File: config.mk
export PLATFORM = sky130hd
export DESIGN_NAME = interval_timer_with_statistics
export DESIGN_NICKNAME = d
export VERILOG_FILES = /design/src/rtl/itmr_pkg.sv /design/src/rtl/itmr_div.sv /design/src/rtl/itmr_dp.sv /design/src/rtl/itmr_ctrl.sv /design/src/rtl/interval_timer_with_statistics.sv
export SDC_FILE = /design/constraint.sdc
export NUM_CORES = 2
export LEC_CHECK = 0
export BUFFER_PORTS_ARGS = -buffer_cell sky130_fd_sc_hd__buf_2
export CORE_MARGIN = 3
export CORE_UTILIZATION = 50
export CTS_BUF_LIST = sky130_fd_sc_hd__clkbuf_4 sky130_fd_sc_hd__clkbuf_8
export CTS_CLUSTER_SIZE = 24
export DETAILED_ROUTE_END_ITERATION = 12
export PLACE_DENSITY = 0.68
export SKIP_CTS_REPAIR_TIMING = 1
export SLEW_MARGIN = 20
export SYNTH_ARGS = -nofsm -noshare
export SYNTH_HDL_FRONTEND = slang
export SYNTH_SLANG_ARGS = --single-unit
File: constraint.sdc
create_clock -name clk -period 12.85 [get_ports clk]
set_input_delay 2.57 -clock clk [delete_from_list [all_inputs] [get_ports clk]]
set_output_delay 2.57 -clock clk [all_outputs]
set_load 0.005 [all_outputs]
File: src/rtl/itmr_pkg.sv
// ============================================================================
// itmr_pkg: shared types and constants for the interval timer
// Event codes, fixed stream field widths, parameter defaults and the
// command/status structs between controller and datapath.
// ============================================================================
package itmr_pkg;

    // Parameter defaults
    localparam int TIME_BITS_DEF     = 64;
    localparam int INTERVAL_BITS_DEF = 32;
    localparam int FRACTION_BITS_DEF = 8;

    // Fixed field widths of the stream payload
    localparam int OP_W        = 3;
    localparam int REF_W       = 64;
    localparam int TIMEOUT_W   = 64;
    localparam int NOW_W       = 64;
    localparam int INTV_W      = 32;
    localparam int MEAN_W      = 40;
    localparam int COUNT_BITS  = 32;
    localparam int IN_DATA_W   = REF_W + TIMEOUT_W;
    localparam int OUT_FIELD_W = NOW_W + 1 + 4 * INTV_W + MEAN_W;
    localparam int OUT_DATA_W  = ((OUT_FIELD_W + 7) / 8) * 8;

    // Event codes
    localparam logic [OP_W-1:0] OP_TICK    = 3'd0;
    localparam logic [OP_W-1:0] OP_START   = 3'd1;
    localparam logic [OP_W-1:0] OP_MEASURE = 3'd2;
    localparam logic [OP_W-1:0] OP_CHECK   = 3'd3;
    localparam logic [OP_W-1:0] OP_CLEAR   = 3'd4;

    // Controller to datapath
    typedef struct packed {
        logic latch_in;     // capture the incoming transfer
        logic apply;        // carry out the event on the state
        logic div_start;    // launch the mean step division
        logic mean_update;  // fold the quotient into the mean
        logic out_load;     // load the result register
    } itmr_cmd_t;

    // Datapath to controller
    typedef struct packed {
        logic is_measure;
        logic div_done;
    } itmr_status_t;

endpackage

File: src/rtl/itmr_div.sv
// ============================================================================
// itmr_div: serial restoring divider
// Produces one quotient bit per cycle; a done pulse follows the last bit.
// ============================================================================
module itmr_div
    import itmr_pkg::*;
#(
    parameter int DIVIDEND_BITS = INTERVAL_BITS_DEF + FRACTION_BITS_DEF
)
(
    input  logic                     clk,
    input  logic                     rst_n,
    input  logic                     start,
    input  logic [DIVIDEND_BITS-1:0] dividend,
    input  logic [COUNT_BITS-1:0]    divisor,
    output logic                     done,
    output logic [DIVIDEND_BITS-1:0] quotient
);

    localparam int CNT_W = $clog2(DIVIDEND_BITS + 1);

    logic [CNT_W-1:0]         cnt_reg, cnt_next;
    logic                     done_reg, done_next;
    logic [DIVIDEND_BITS-1:0] acc_reg, acc_next;
    logic [COUNT_BITS-1:0]    rem_reg, rem_next;
    logic [COUNT_BITS-1:0]    dsr_reg, dsr_next;
    logic [COUNT_BITS:0]      trial;
    logic                     fits;

    // Shift the next dividend bit into the partial remainder and try a subtract
    assign trial = {rem_reg, acc_reg[DIVIDEND_BITS-1]};
    assign fits  = (trial >= {1'b0, dsr_reg});

    always_comb
    begin
        cnt_next  = cnt_reg;
        acc_next  = acc_reg;
        rem_next  = rem_reg;
        dsr_next  = dsr_reg;
        done_next = 1'b0;
        if (start)
        begin
            cnt_next = CNT_W'(DIVIDEND_BITS);
            acc_next = dividend;
            rem_next = '0;
            dsr_next = divisor;
        end
        else if (cnt_reg != '0)
        begin
            cnt_next  = cnt_reg - CNT_W'(1);
            rem_next  = fits ? COUNT_BITS'(trial - {1'b0, dsr_reg}) : trial[COUNT_BITS-1:0];
            acc_next  = {acc_reg[DIVIDEND_BITS-2:0], fits};
            done_next = (cnt_reg == CNT_W'(1));
        end
    end

    // Control state
    always_ff @(posedge clk or negedge rst_n)
    begin
        if (!rst_n)
        begin
            cnt_reg  <= '0;
            done_reg <= 1'b0;
        end
        else
        begin
            cnt_reg  <= cnt_next;
            done_reg <= done_next;
        end
    end

    // Working registers
    always_ff @(posedge clk)
    begin
        acc_reg <= acc_next;
        rem_reg <= rem_next;
        dsr_reg <= dsr_next;
    end

    assign done     = done_reg;
    assign quotient = acc_reg;

endmodule

File: src/rtl/itmr_dp.sv
// ============================================================================
// itmr_dp: timer datapath
// Time count, start mark, interval statistics, mean step division and the
// result register.
// ============================================================================
module itmr_dp
    import itmr_pkg::*;
#(
    parameter int TIME_BITS     = TIME_BITS_DEF,
    parameter int INTERVAL_BITS = INTERVAL_BITS_DEF,
    parameter int FRACTION_BITS = FRACTION_BITS_DEF
)
(
    input  logic                  clk,
    input  logic                  rst_n,
    input  itmr_cmd_t             cmd,
    output itmr_status_t          status,
    input  logic [IN_DATA_W-1:0]  in_data,   // reference_time, timeout
    input  logic [OP_W-1:0]       in_op,     // op
    output logic [OUT_DATA_W-1:0] out_data   // now_time, expired, last, min, max, mean, count
);

    localparam int MEAN_BITS = INTERVAL_BITS + FRACTION_BITS;

    // Captured transfer
    logic [OP_W-1:0]      op_reg;
    logic [TIME_BITS-1:0] ref_reg;
    logic [TIMEOUT_W-1:0] tmo_reg;

    // Architectural state
    logic [TIME_BITS-1:0]     time_reg, time_next;
    logic [TIME_BITS-1:0]     mark_reg, mark_next;
    logic [INTERVAL_BITS-1:0] recent_reg, recent_next;
    logic [INTERVAL_BITS-1:0] low_reg, low_next;
    logic [INTERVAL_BITS-1:0] high_reg, high_next;
    logic [MEAN_BITS-1:0]     mean_reg, mean_next;
    logic [COUNT_BITS-1:0]    samples_reg, samples_next;
    logic                     dir_reg, dir_next;

    // Result register
    logic [NOW_W-1:0]  out_now_reg;
    logic              out_exp_reg;
    logic [INTV_W-1:0] out_last_reg;
    logic [INTV_W-1:0] out_min_reg;
    logic [INTV_W-1:0] out_max_reg;
    logic [MEAN_W-1:0] out_mean_reg;
    logic [INTV_W-1:0] out_count_reg;

    logic [TIME_BITS-1:0]     span;
    logic [63:0]              span_wide;
    logic [INTERVAL_BITS-1:0] interval;
    logic [COUNT_BITS-1:0]    samples_inc;
    logic [MEAN_BITS-1:0]     scaled;
    logic                     scaled_ge;
    logic [MEAN_BITS-1:0]     div_dividend;
    logic [MEAN_BITS-1:0]     quotient;
    logic                     div_done;
    logic [TIME_BITS-1:0]     elapsed;
    logic                     expired;
    logic [63:0]              mean_wide;

    // Capture the accepted transfer
    always_ff @(posedge clk)
    begin
        if (cmd.latch_in)
        begin
            op_reg  <= in_op;
            ref_reg <= in_data[TIME_BITS-1:0];
            tmo_reg <= in_data[REF_W +: TIMEOUT_W];
        end
    end

    // Measured span, saturated to the interval width
    assign span        = time_reg - mark_reg;
    assign span_wide   = 64'(span);
    assign interval    = (|span_wide[63:INTERVAL_BITS]) ? '1 : span_wide[INTERVAL_BITS-1:0];
    assign samples_inc = (samples_reg != '1) ? samples_reg + COUNT_BITS'(1) : samples_reg;

    // Mean step: magnitude of scaled interval minus mean
    assign scaled       = MEAN_BITS'(interval) << FRACTION_BITS;
    assign scaled_ge    = (scaled >= mean_reg);
    assign div_dividend = scaled_ge ? scaled - mean_reg : mean_reg - scaled;

    // Elapsed check against the full-width timeout
    assign elapsed = time_reg - ref_reg;
    assign expired = cmd.apply && (op_reg == OP_CHECK) && (64'(elapsed) > tmo_reg);

    itmr_div #(
        .DIVIDEND_BITS (MEAN_BITS)
    ) u_div (
        .clk      (clk),
        .rst_n    (rst_n),
        .start    (cmd.div_start),
        .dividend (div_dividend),
        .divisor  (samples_inc),
        .done     (div_done),
        .quotient (quotient)
    );

    // Next state of the timer and statistics
    always_comb
    begin
        time_next    = time_reg;
        mark_next    = mark_reg;
        recent_next  = recent_reg;
        low_next     = low_reg;
        high_next    = high_reg;
        mean_next    = mean_reg;
        samples_next = samples_reg;
        dir_next     = dir_reg;
        if (cmd.apply)
        begin
            case (op_reg)
                OP_TICK:
                begin
                    time_next = time_reg + TIME_BITS'(1);
                end
                OP_START:
                begin
                    mark_next = time_reg;
                end
                OP_MEASURE:
                begin
                    mark_next    = time_reg;
                    recent_next  = interval;
                    samples_next = samples_inc;
                    if (interval < low_reg)
                    begin
                        low_next = interval;
                    end
                    if (interval > high_reg)
                    begin
                        high_next = interval;
                    end
                end
                OP_CLEAR:
                begin
                    mark_next    = '0;
                    recent_next  = '0;
                    low_next     = '1;
                    high_next    = '0;
                    mean_next    = '0;
                    samples_next = '0;
                end
                default:
                begin
                end
            endcase
        end
        if (cmd.div_start)
        begin
            dir_next = scaled_ge;
        end
        if (cmd.mean_update)
        begin
            mean_next = dir_reg ? mean_reg + quotient : mean_reg - quotient;
        end
    end

    // State registers
    always_ff @(posedge clk or negedge rst_n)
    begin
        if (!rst_n)
        begin
            time_reg    <= '0;
            mark_reg    <= '0;
            recent_reg  <= '0;
            low_reg     <= '1;
            high_reg    <= '0;
            mean_reg    <= '0;
            samples_reg <= '0;
            dir_reg     <= 1'b0;
        end
        else
        begin
            time_reg    <= time_next;
            mark_reg    <= mark_next;
            recent_reg  <= recent_next;
            low_reg     <= low_next;
            high_reg    <= high_next;
            mean_reg    <= mean_next;
            samples_reg <= samples_next;
            dir_reg     <= dir_next;
        end
    end

    // Load the result from the updated state
    assign mean_wide = 64'(mean_next);

    always_ff @(posedge clk)
    begin
        if (cmd.out_load)
        begin
            out_now_reg   <= NOW_W'(time_next);
            out_exp_reg   <= expired;
            out_last_reg  <= INTV_W'(recent_next);
            out_min_reg   <= INTV_W'(low_next);
            out_max_reg   <= INTV_W'(high_next);
            out_mean_reg  <= mean_wide[MEAN_W-1:0];
            out_count_reg <= samples_next;
        end
    end

    assign out_data = {(OUT_DATA_W - OUT_FIELD_W)'(0), out_count_reg, out_mean_reg,
                       out_max_reg, out_min_reg, out_last_reg, out_exp_reg, out_now_reg};

    assign status.is_measure = (op_reg == OP_MEASURE);
    assign status.div_done   = div_done;

endmodule

File: src/rtl/itmr_ctrl.sv
// ============================================================================
// itmr_ctrl: timer controller
// Sequences capture, execution, the mean division and the result handoff.
// ============================================================================
module itmr_ctrl
    import itmr_pkg::*;
(
    input  logic         clk,
    input  logic         rst_n,
    input  logic         in_valid,
    output logic         in_ready,
    output logic         out_valid,
    input  logic         out_ready,
    input  itmr_status_t status,
    output itmr_cmd_t    cmd
);

    localparam logic [1:0] ST_IDLE = 2'd0;
    localparam logic [1:0] ST_EXEC = 2'd1;
    localparam logic [1:0] ST_DIV  = 2'd2;
    localparam logic [1:0] ST_FIN  = 2'd3;

    logic [1:0] state_reg, state_next;
    logic       valid_reg, valid_next;
    logic       out_free;

    assign out_free = !valid_reg || out_ready;

    // Sequence one item at a time
    always_comb
    begin
        state_next = state_reg;
        cmd        = '0;
        case (state_reg)
            ST_IDLE:
            begin
                if (in_valid)
                begin
                    cmd.latch_in = 1'b1;
                    state_next   = ST_EXEC;
                end
            end
            ST_EXEC:
            begin
                if (status.is_measure)
                begin
                    cmd.apply     = 1'b1;
                    cmd.div_start = 1'b1;
                    state_next    = ST_DIV;
                end
                else if (out_free)
                begin
                    cmd.apply    = 1'b1;
                    cmd.out_load = 1'b1;
                    state_next   = ST_IDLE;
                end
            end
            ST_DIV:
            begin
                if (status.div_done)
                begin
                    state_next = ST_FIN;
                end
            end
            ST_FIN:
            begin
                if (out_free)
                begin
                    cmd.mean_update = 1'b1;
                    cmd.out_load    = 1'b1;
                    state_next      = ST_IDLE;
                end
            end
            default:
            begin
                state_next = ST_IDLE;
            end
        endcase
    end

    // Hold the result until the downstream transfer completes
    always_comb
    begin
        valid_next = valid_reg;
        if (cmd.out_load)
        begin
            valid_next = 1'b1;
        end
        else if (out_ready)
        begin
            valid_next = 1'b0;
        end
    end

    always_ff @(posedge clk or negedge rst_n)
    begin
        if (!rst_n)
        begin
            state_reg <= ST_IDLE;
            valid_reg <= 1'b0;
        end
        else
        begin
            state_reg <= state_next;
            valid_reg <= valid_next;
        end
    end

    assign in_ready  = (state_reg == ST_IDLE);
    assign out_valid = valid_reg;

endmodule

File: src/rtl/interval_timer_with_statistics.sv
// Sequence: tick, start, check, clear and unused codes are captured, applied and
//   loaded into the result register; a measure also runs the serial mean divider
//   (one quotient bit per cycle) first. One item is taken at a time: s_axis_tready
//   is low until the result is loaded, and a stalled output holds back the load.
// Reset: rst_n clears time, mark and statistics (minimum to all ones) and
//   drops m_axis_tvalid at once.
// ============================================================================
// interval_timer_with_statistics: tick-driven timer with interval statistics
// Stream in events, stream out the time count and statistics after each one.
// ============================================================================
module interval_timer_with_statistics
    import itmr_pkg::*;
#(
    parameter int TIME_BITS     = TIME_BITS_DEF,
    parameter int INTERVAL_BITS = INTERVAL_BITS_DEF,
    parameter int FRACTION_BITS = FRACTION_BITS_DEF
)
(
    input  logic                  clk,
    input  logic                  rst_n,
    input  logic                  s_axis_tvalid,
    output logic                  s_axis_tready,
    input  logic [IN_DATA_W-1:0]  s_axis_tdata,   // reference_time[63:0], timeout[127:64]
    input  logic [OP_W-1:0]       s_axis_tuser,   // op[2:0]
    output logic                  m_axis_tvalid,
    input  logic                  m_axis_tready,
    // now_time[63:0], expired[64], last_interval[96:65], min_interval[128:97],
    // max_interval[160:129], mean_interval[200:161], sample_count[232:201], zeros
    output logic [OUT_DATA_W-1:0] m_axis_tdata
);

    itmr_cmd_t    cmd;
    itmr_status_t status;

    itmr_ctrl u_ctrl (
        .clk       (clk),
        .rst_n     (rst_n),
        .in_valid  (s_axis_tvalid),
        .in_ready  (s_axis_tready),
        .out_valid (m_axis_tvalid),
        .out_ready (m_axis_tready),
        .status    (status),
        .cmd       (cmd)
    );

    itmr_dp #(
        .TIME_BITS     (TIME_BITS),
        .INTERVAL_BITS (INTERVAL_BITS),
        .FRACTION_BITS (FRACTION_BITS)
    ) u_dp (
        .clk      (clk),
        .rst_n    (rst_n),
        .cmd      (cmd),
        .status   (status),
        .in_data  (s_axis_tdata),
        .in_op    (s_axis_tuser),
        .out_data (m_axis_tdata)
    );

endmodule

==> metrics.yaml <==
status: "finished clean"
synth_top_family_by_area: "compound AO/OA/AOI/OAI gates"
netlist_area_mm2: 0.0466
synth-async-reset-ratio: 0.396
critPathKind: "flop to flop"
synth_cell_types: 96
cp-start-kind: "flop"
p_sw_frac: 0.403
fin_area_mm2: 0.0527
seq_power_share: 0.341
critical_path_required_ps: 13390
crit_start: "u_dp.time_reg[0]$_DFF_PN0_"
initial_core_util: 0.507
ys_ff_latch: 775
drcViolationCount: 0
setup_viol: 0
htreeDepth: 4
post_dp_cell_area_mm2: 0.0497
synth_ff_type: "edfxtp_1"
synth_cells: 4700
yosysTopAreaCellShare: 0.281
clockPowerShare: 0.200
slew_violations: 0
yosys_warnings: 0
syn2layout_area_growth_pct: 13.0
clkLatencyLatePin_ps: 830
crit_fanout: 45
wirelength_um: 126000
cellPowerDensity_mw_per_mm2: 234
ios: 377
hp-class: "flop to flop"
clock-sinks: 775
grt_pass1_vias: 35900
ant_nets: 0
final.setup.worst_slack_ps: 3370
synth_top_area_cell: "edfxtp_1"
cp_slowest_stage_delay_ps: 560
clockRootBuffer: "clkbuf_8"
antenna_found_initial: 2
end_kind: "flop"
yosys-top-cells-area: "edfxtp_1, dfrtp_1, ha_1, a21oi_1, xnor2_1"
synth-xor-area-share: 0.0612
max-cap-violations: 0
place_hpwl_um: 95100
fin_nets: 5617
numCtsBuffers: 137
p_switching_uw: 4980
fmax_mhz: 105
vias_per_cell: 5.62
min-delay-start: "u_dp.recent_reg[20]$_DFF_PN0_"
synthMuxAreaShare: 0.0201
wl_per_cell_um: 19.6
grt-ovfl-total: 0
dieArea_mm2: 0.0970
vdd_drop_max_mv: 0.189
ys_seq_area_frac: 0.460
crit_path_frequent_cell: "o21ai_0"
p_int_uw: 7370
fin_crit_ps: 9480
clock_path_buffers: 3
pre_cts_slack_ps: 3440
hold_viol: 0
routabilityCongestion: 0.932
tns_ps: 0
synth_compound_area_frac: 0.172
drt_iter0_markers: 2570
timing.rr.end: "u_dp.u_div.quotient[37]$_DFFE_PP_"
min_period_over_period: 0.738
num_rows: 111
dr.pass1.iters: 6
grt_pass1_wl_um: 198000
slew_headroom: 0.296
synthAdderAreaFrac: 0.107
chipWidth_um: 311
worst-r2r-cell-count: 34
timing.rr.start: "u_dp.time_reg[0]$_DFF_PN0_"
synth_edf_count: 436
vias: 36200
grt.total_usage: 0.256
power_frac_comb: 0.459
drive_above_1_share: 0.149
cts.clk_slew.worst_paths_ps: 60
leakage_uw: 0.0243
rsz0062_at_grt: "no"
skew_ps: 41.5
cts_tree: "done"
synth_simple_gate_area_frac: 0.130
endpoint: "u_dp.u_div.quotient[37]$_DFFE_PP_"
critPathSlowestCell: "or4_1"
cp.arrival_ps: 10020
portBuffers: 369
timing.reg2reg.setup_slack_ps: 3370
core_mm2: 0.0921
avgSynthCellArea_um2: 9.92
grt_max_degree: 163
die-height_um: 311
worst_slew_pin_slew_ps: 1060
[critical path: cells and delay by family, from the launching register on]
| kind | cells | cell delay [ps] |
|---|---|---|
| compound gates | 16 | 3350 |
| fa+ha+maj | 3 | 990 |
| buf+inv | 3 | 740 |
| xor+xnor | 1 | 160 |
| flops | 1 | 410 |
| simple gates | 11 | 3540 |
[synthesized netlist by cell type (all sizes together), types with 38 or more instances]
library cell  number
nand2            384
mux2i             87
edfxtp           436
clkbuf           113
nand3            115
buf               42
xor2             143
and3              38
dfrtp            275
xnor2            183
nor2             286
nand4             88
nor3              63
a21oi            384
o21bai            59
nor2b             59
nand2b            52
or2               40
a21o             151
inv              435
o21ai            346
a22o              74
ha               391
[layout make-up]
type                            count  area (um^2)
Fill cell                        8184        39400
Multi-Input combinational cell   3339        23000
Sequential cell                   775        21500
Clock buffer                      194         2400
Timing Repair Buffer              396         2070
Inverter                          437         1640
Tap cell                         1243         1560
Clock inverter                     57          571
Antenna cell                        1         2.50
[power by group through the flow]
stage / clock, uW / combinational, uW / sequential [uW]
2_1_floorplan: 0 / 4080 / 4140
3_3_place_gp: 0 / 5560 / 4220
3_5_place_dp: 0 / 5620 / 4230
4_1_cts: 2540 / 5660 / 4200
5_1_grt: 2660 / 6360 / 4290
6_report: 2470 / 5670 / 4210
[cell families (layout without fill, tap and decap cells)]
group / after synthesis / in the layout
other: 1 / 8
and+or+nand+nor: 1241 / 1241
muxes: 93 / 93
buffers and inverters: 592 / 1084
AOI/OAI and AO/OA: 1276 / 1276
DFF: 775 / 775
adders and majority gates: 396 / 396
xor gates and xnor gates: 326 / 326
[worst min path at each step]
stage / to / slack, ps / cells after the start
final: u_dp.recent_reg[20]$_DFF_PN0_ / 490 / 2
after floorplan: u_dp.u_div.rem_reg[31]$_SDFFE_PP0P_ / 440 / 2
after CTS: u_dp.u_div.rem_reg[31]$_SDFFE_PP0P_ / 490 / 2
after detailed placement: u_dp.mark_reg[30]$_DFFE_PN0P_ / 480 / 1
after global routing: u_dp.mark_reg[38]$_DFFE_PN0P_ / 510 / 1
after global placement: u_dp.u_div.rem_reg[31]$_SDFFE_PP0P_ / 470 / 2
[per-layer routing]
| layer | global-route usage | up-vias | share of wire | routed length (um) |
|---|---|---|---|---|
| met1 | 0.346 | 17400 | 0.45 | 56900 |
| li1 | - | 17700 | - | - |
| met2 | 0.419 | 982 | 0.47 | 58800 |
| met3 | 0.0469 | 193 | 0.056 | 7010 |
| met5 | 0 | - | 0.00010 | 13 |
| met4 | 0.0800 | 2 | 0.026 | 3340 |
[metrics by stage]
step	hold slack, ps	power (uW)	util	std cells
6_report	493	12400	0.572	6442
3_5_place_dp	482	9860	0.540	6190
3_3_place_gp	470	9780	0.540	6190
2_1_floorplan	436	8210	-	4706
4_1_cts	493	12400	0.572	6441
5_1_grt	509	13300	0.572	6442
[cell usage in the layout (no fill, tap or decap), drive strengths merged, types with 9 or more instances in the layout]
| cell | synthesis | layout |
|---|---|---|
| and3 | 38 | 38 |
| or2 | 40 | 40 |
| a31oi | 31 | 31 |
| o211ai | 17 | 17 |
| nand4 | 88 | 88 |
| a211oi | 35 | 35 |
| edfxtp | 436 | 436 |
| or3 | 22 | 22 |
| and4 | 9 | 9 |
| inv | 435 | 440 |
| nand2 | 384 | 384 |
| nor2 | 286 | 286 |
| bufinv | 0 | 10 |
| o21bai | 59 | 59 |
| a22o | 74 | 74 |
| mux2i | 87 | 87 |
| xor2 | 143 | 143 |
| nand2b | 52 | 52 |
| nor4 | 33 | 33 |
| clkinvlp | 0 | 9 |
| ha | 391 | 391 |
| a221oi | 10 | 10 |
| clkinv | 2 | 35 |
| dfxtp | 32 | 32 |
| dfstp | 32 | 32 |
| o31a | 13 | 13 |
| a21o | 151 | 151 |
| nor2b | 59 | 59 |
| o21a | 35 | 35 |
| nand3 | 115 | 115 |
| clkbuf | 113 | 194 |
| nor3 | 63 | 63 |
| buf | 42 | 396 |
| a21oi | 384 | 384 |
| dfrtp | 275 | 275 |
| and2 | 16 | 16 |
| xnor2 | 183 | 183 |
| o31ai | 30 | 30 |
| a21boi | 11 | 11 |
| o21ai | 346 | 346 |
Note: power is estimated with default switching activity, not from simulation.
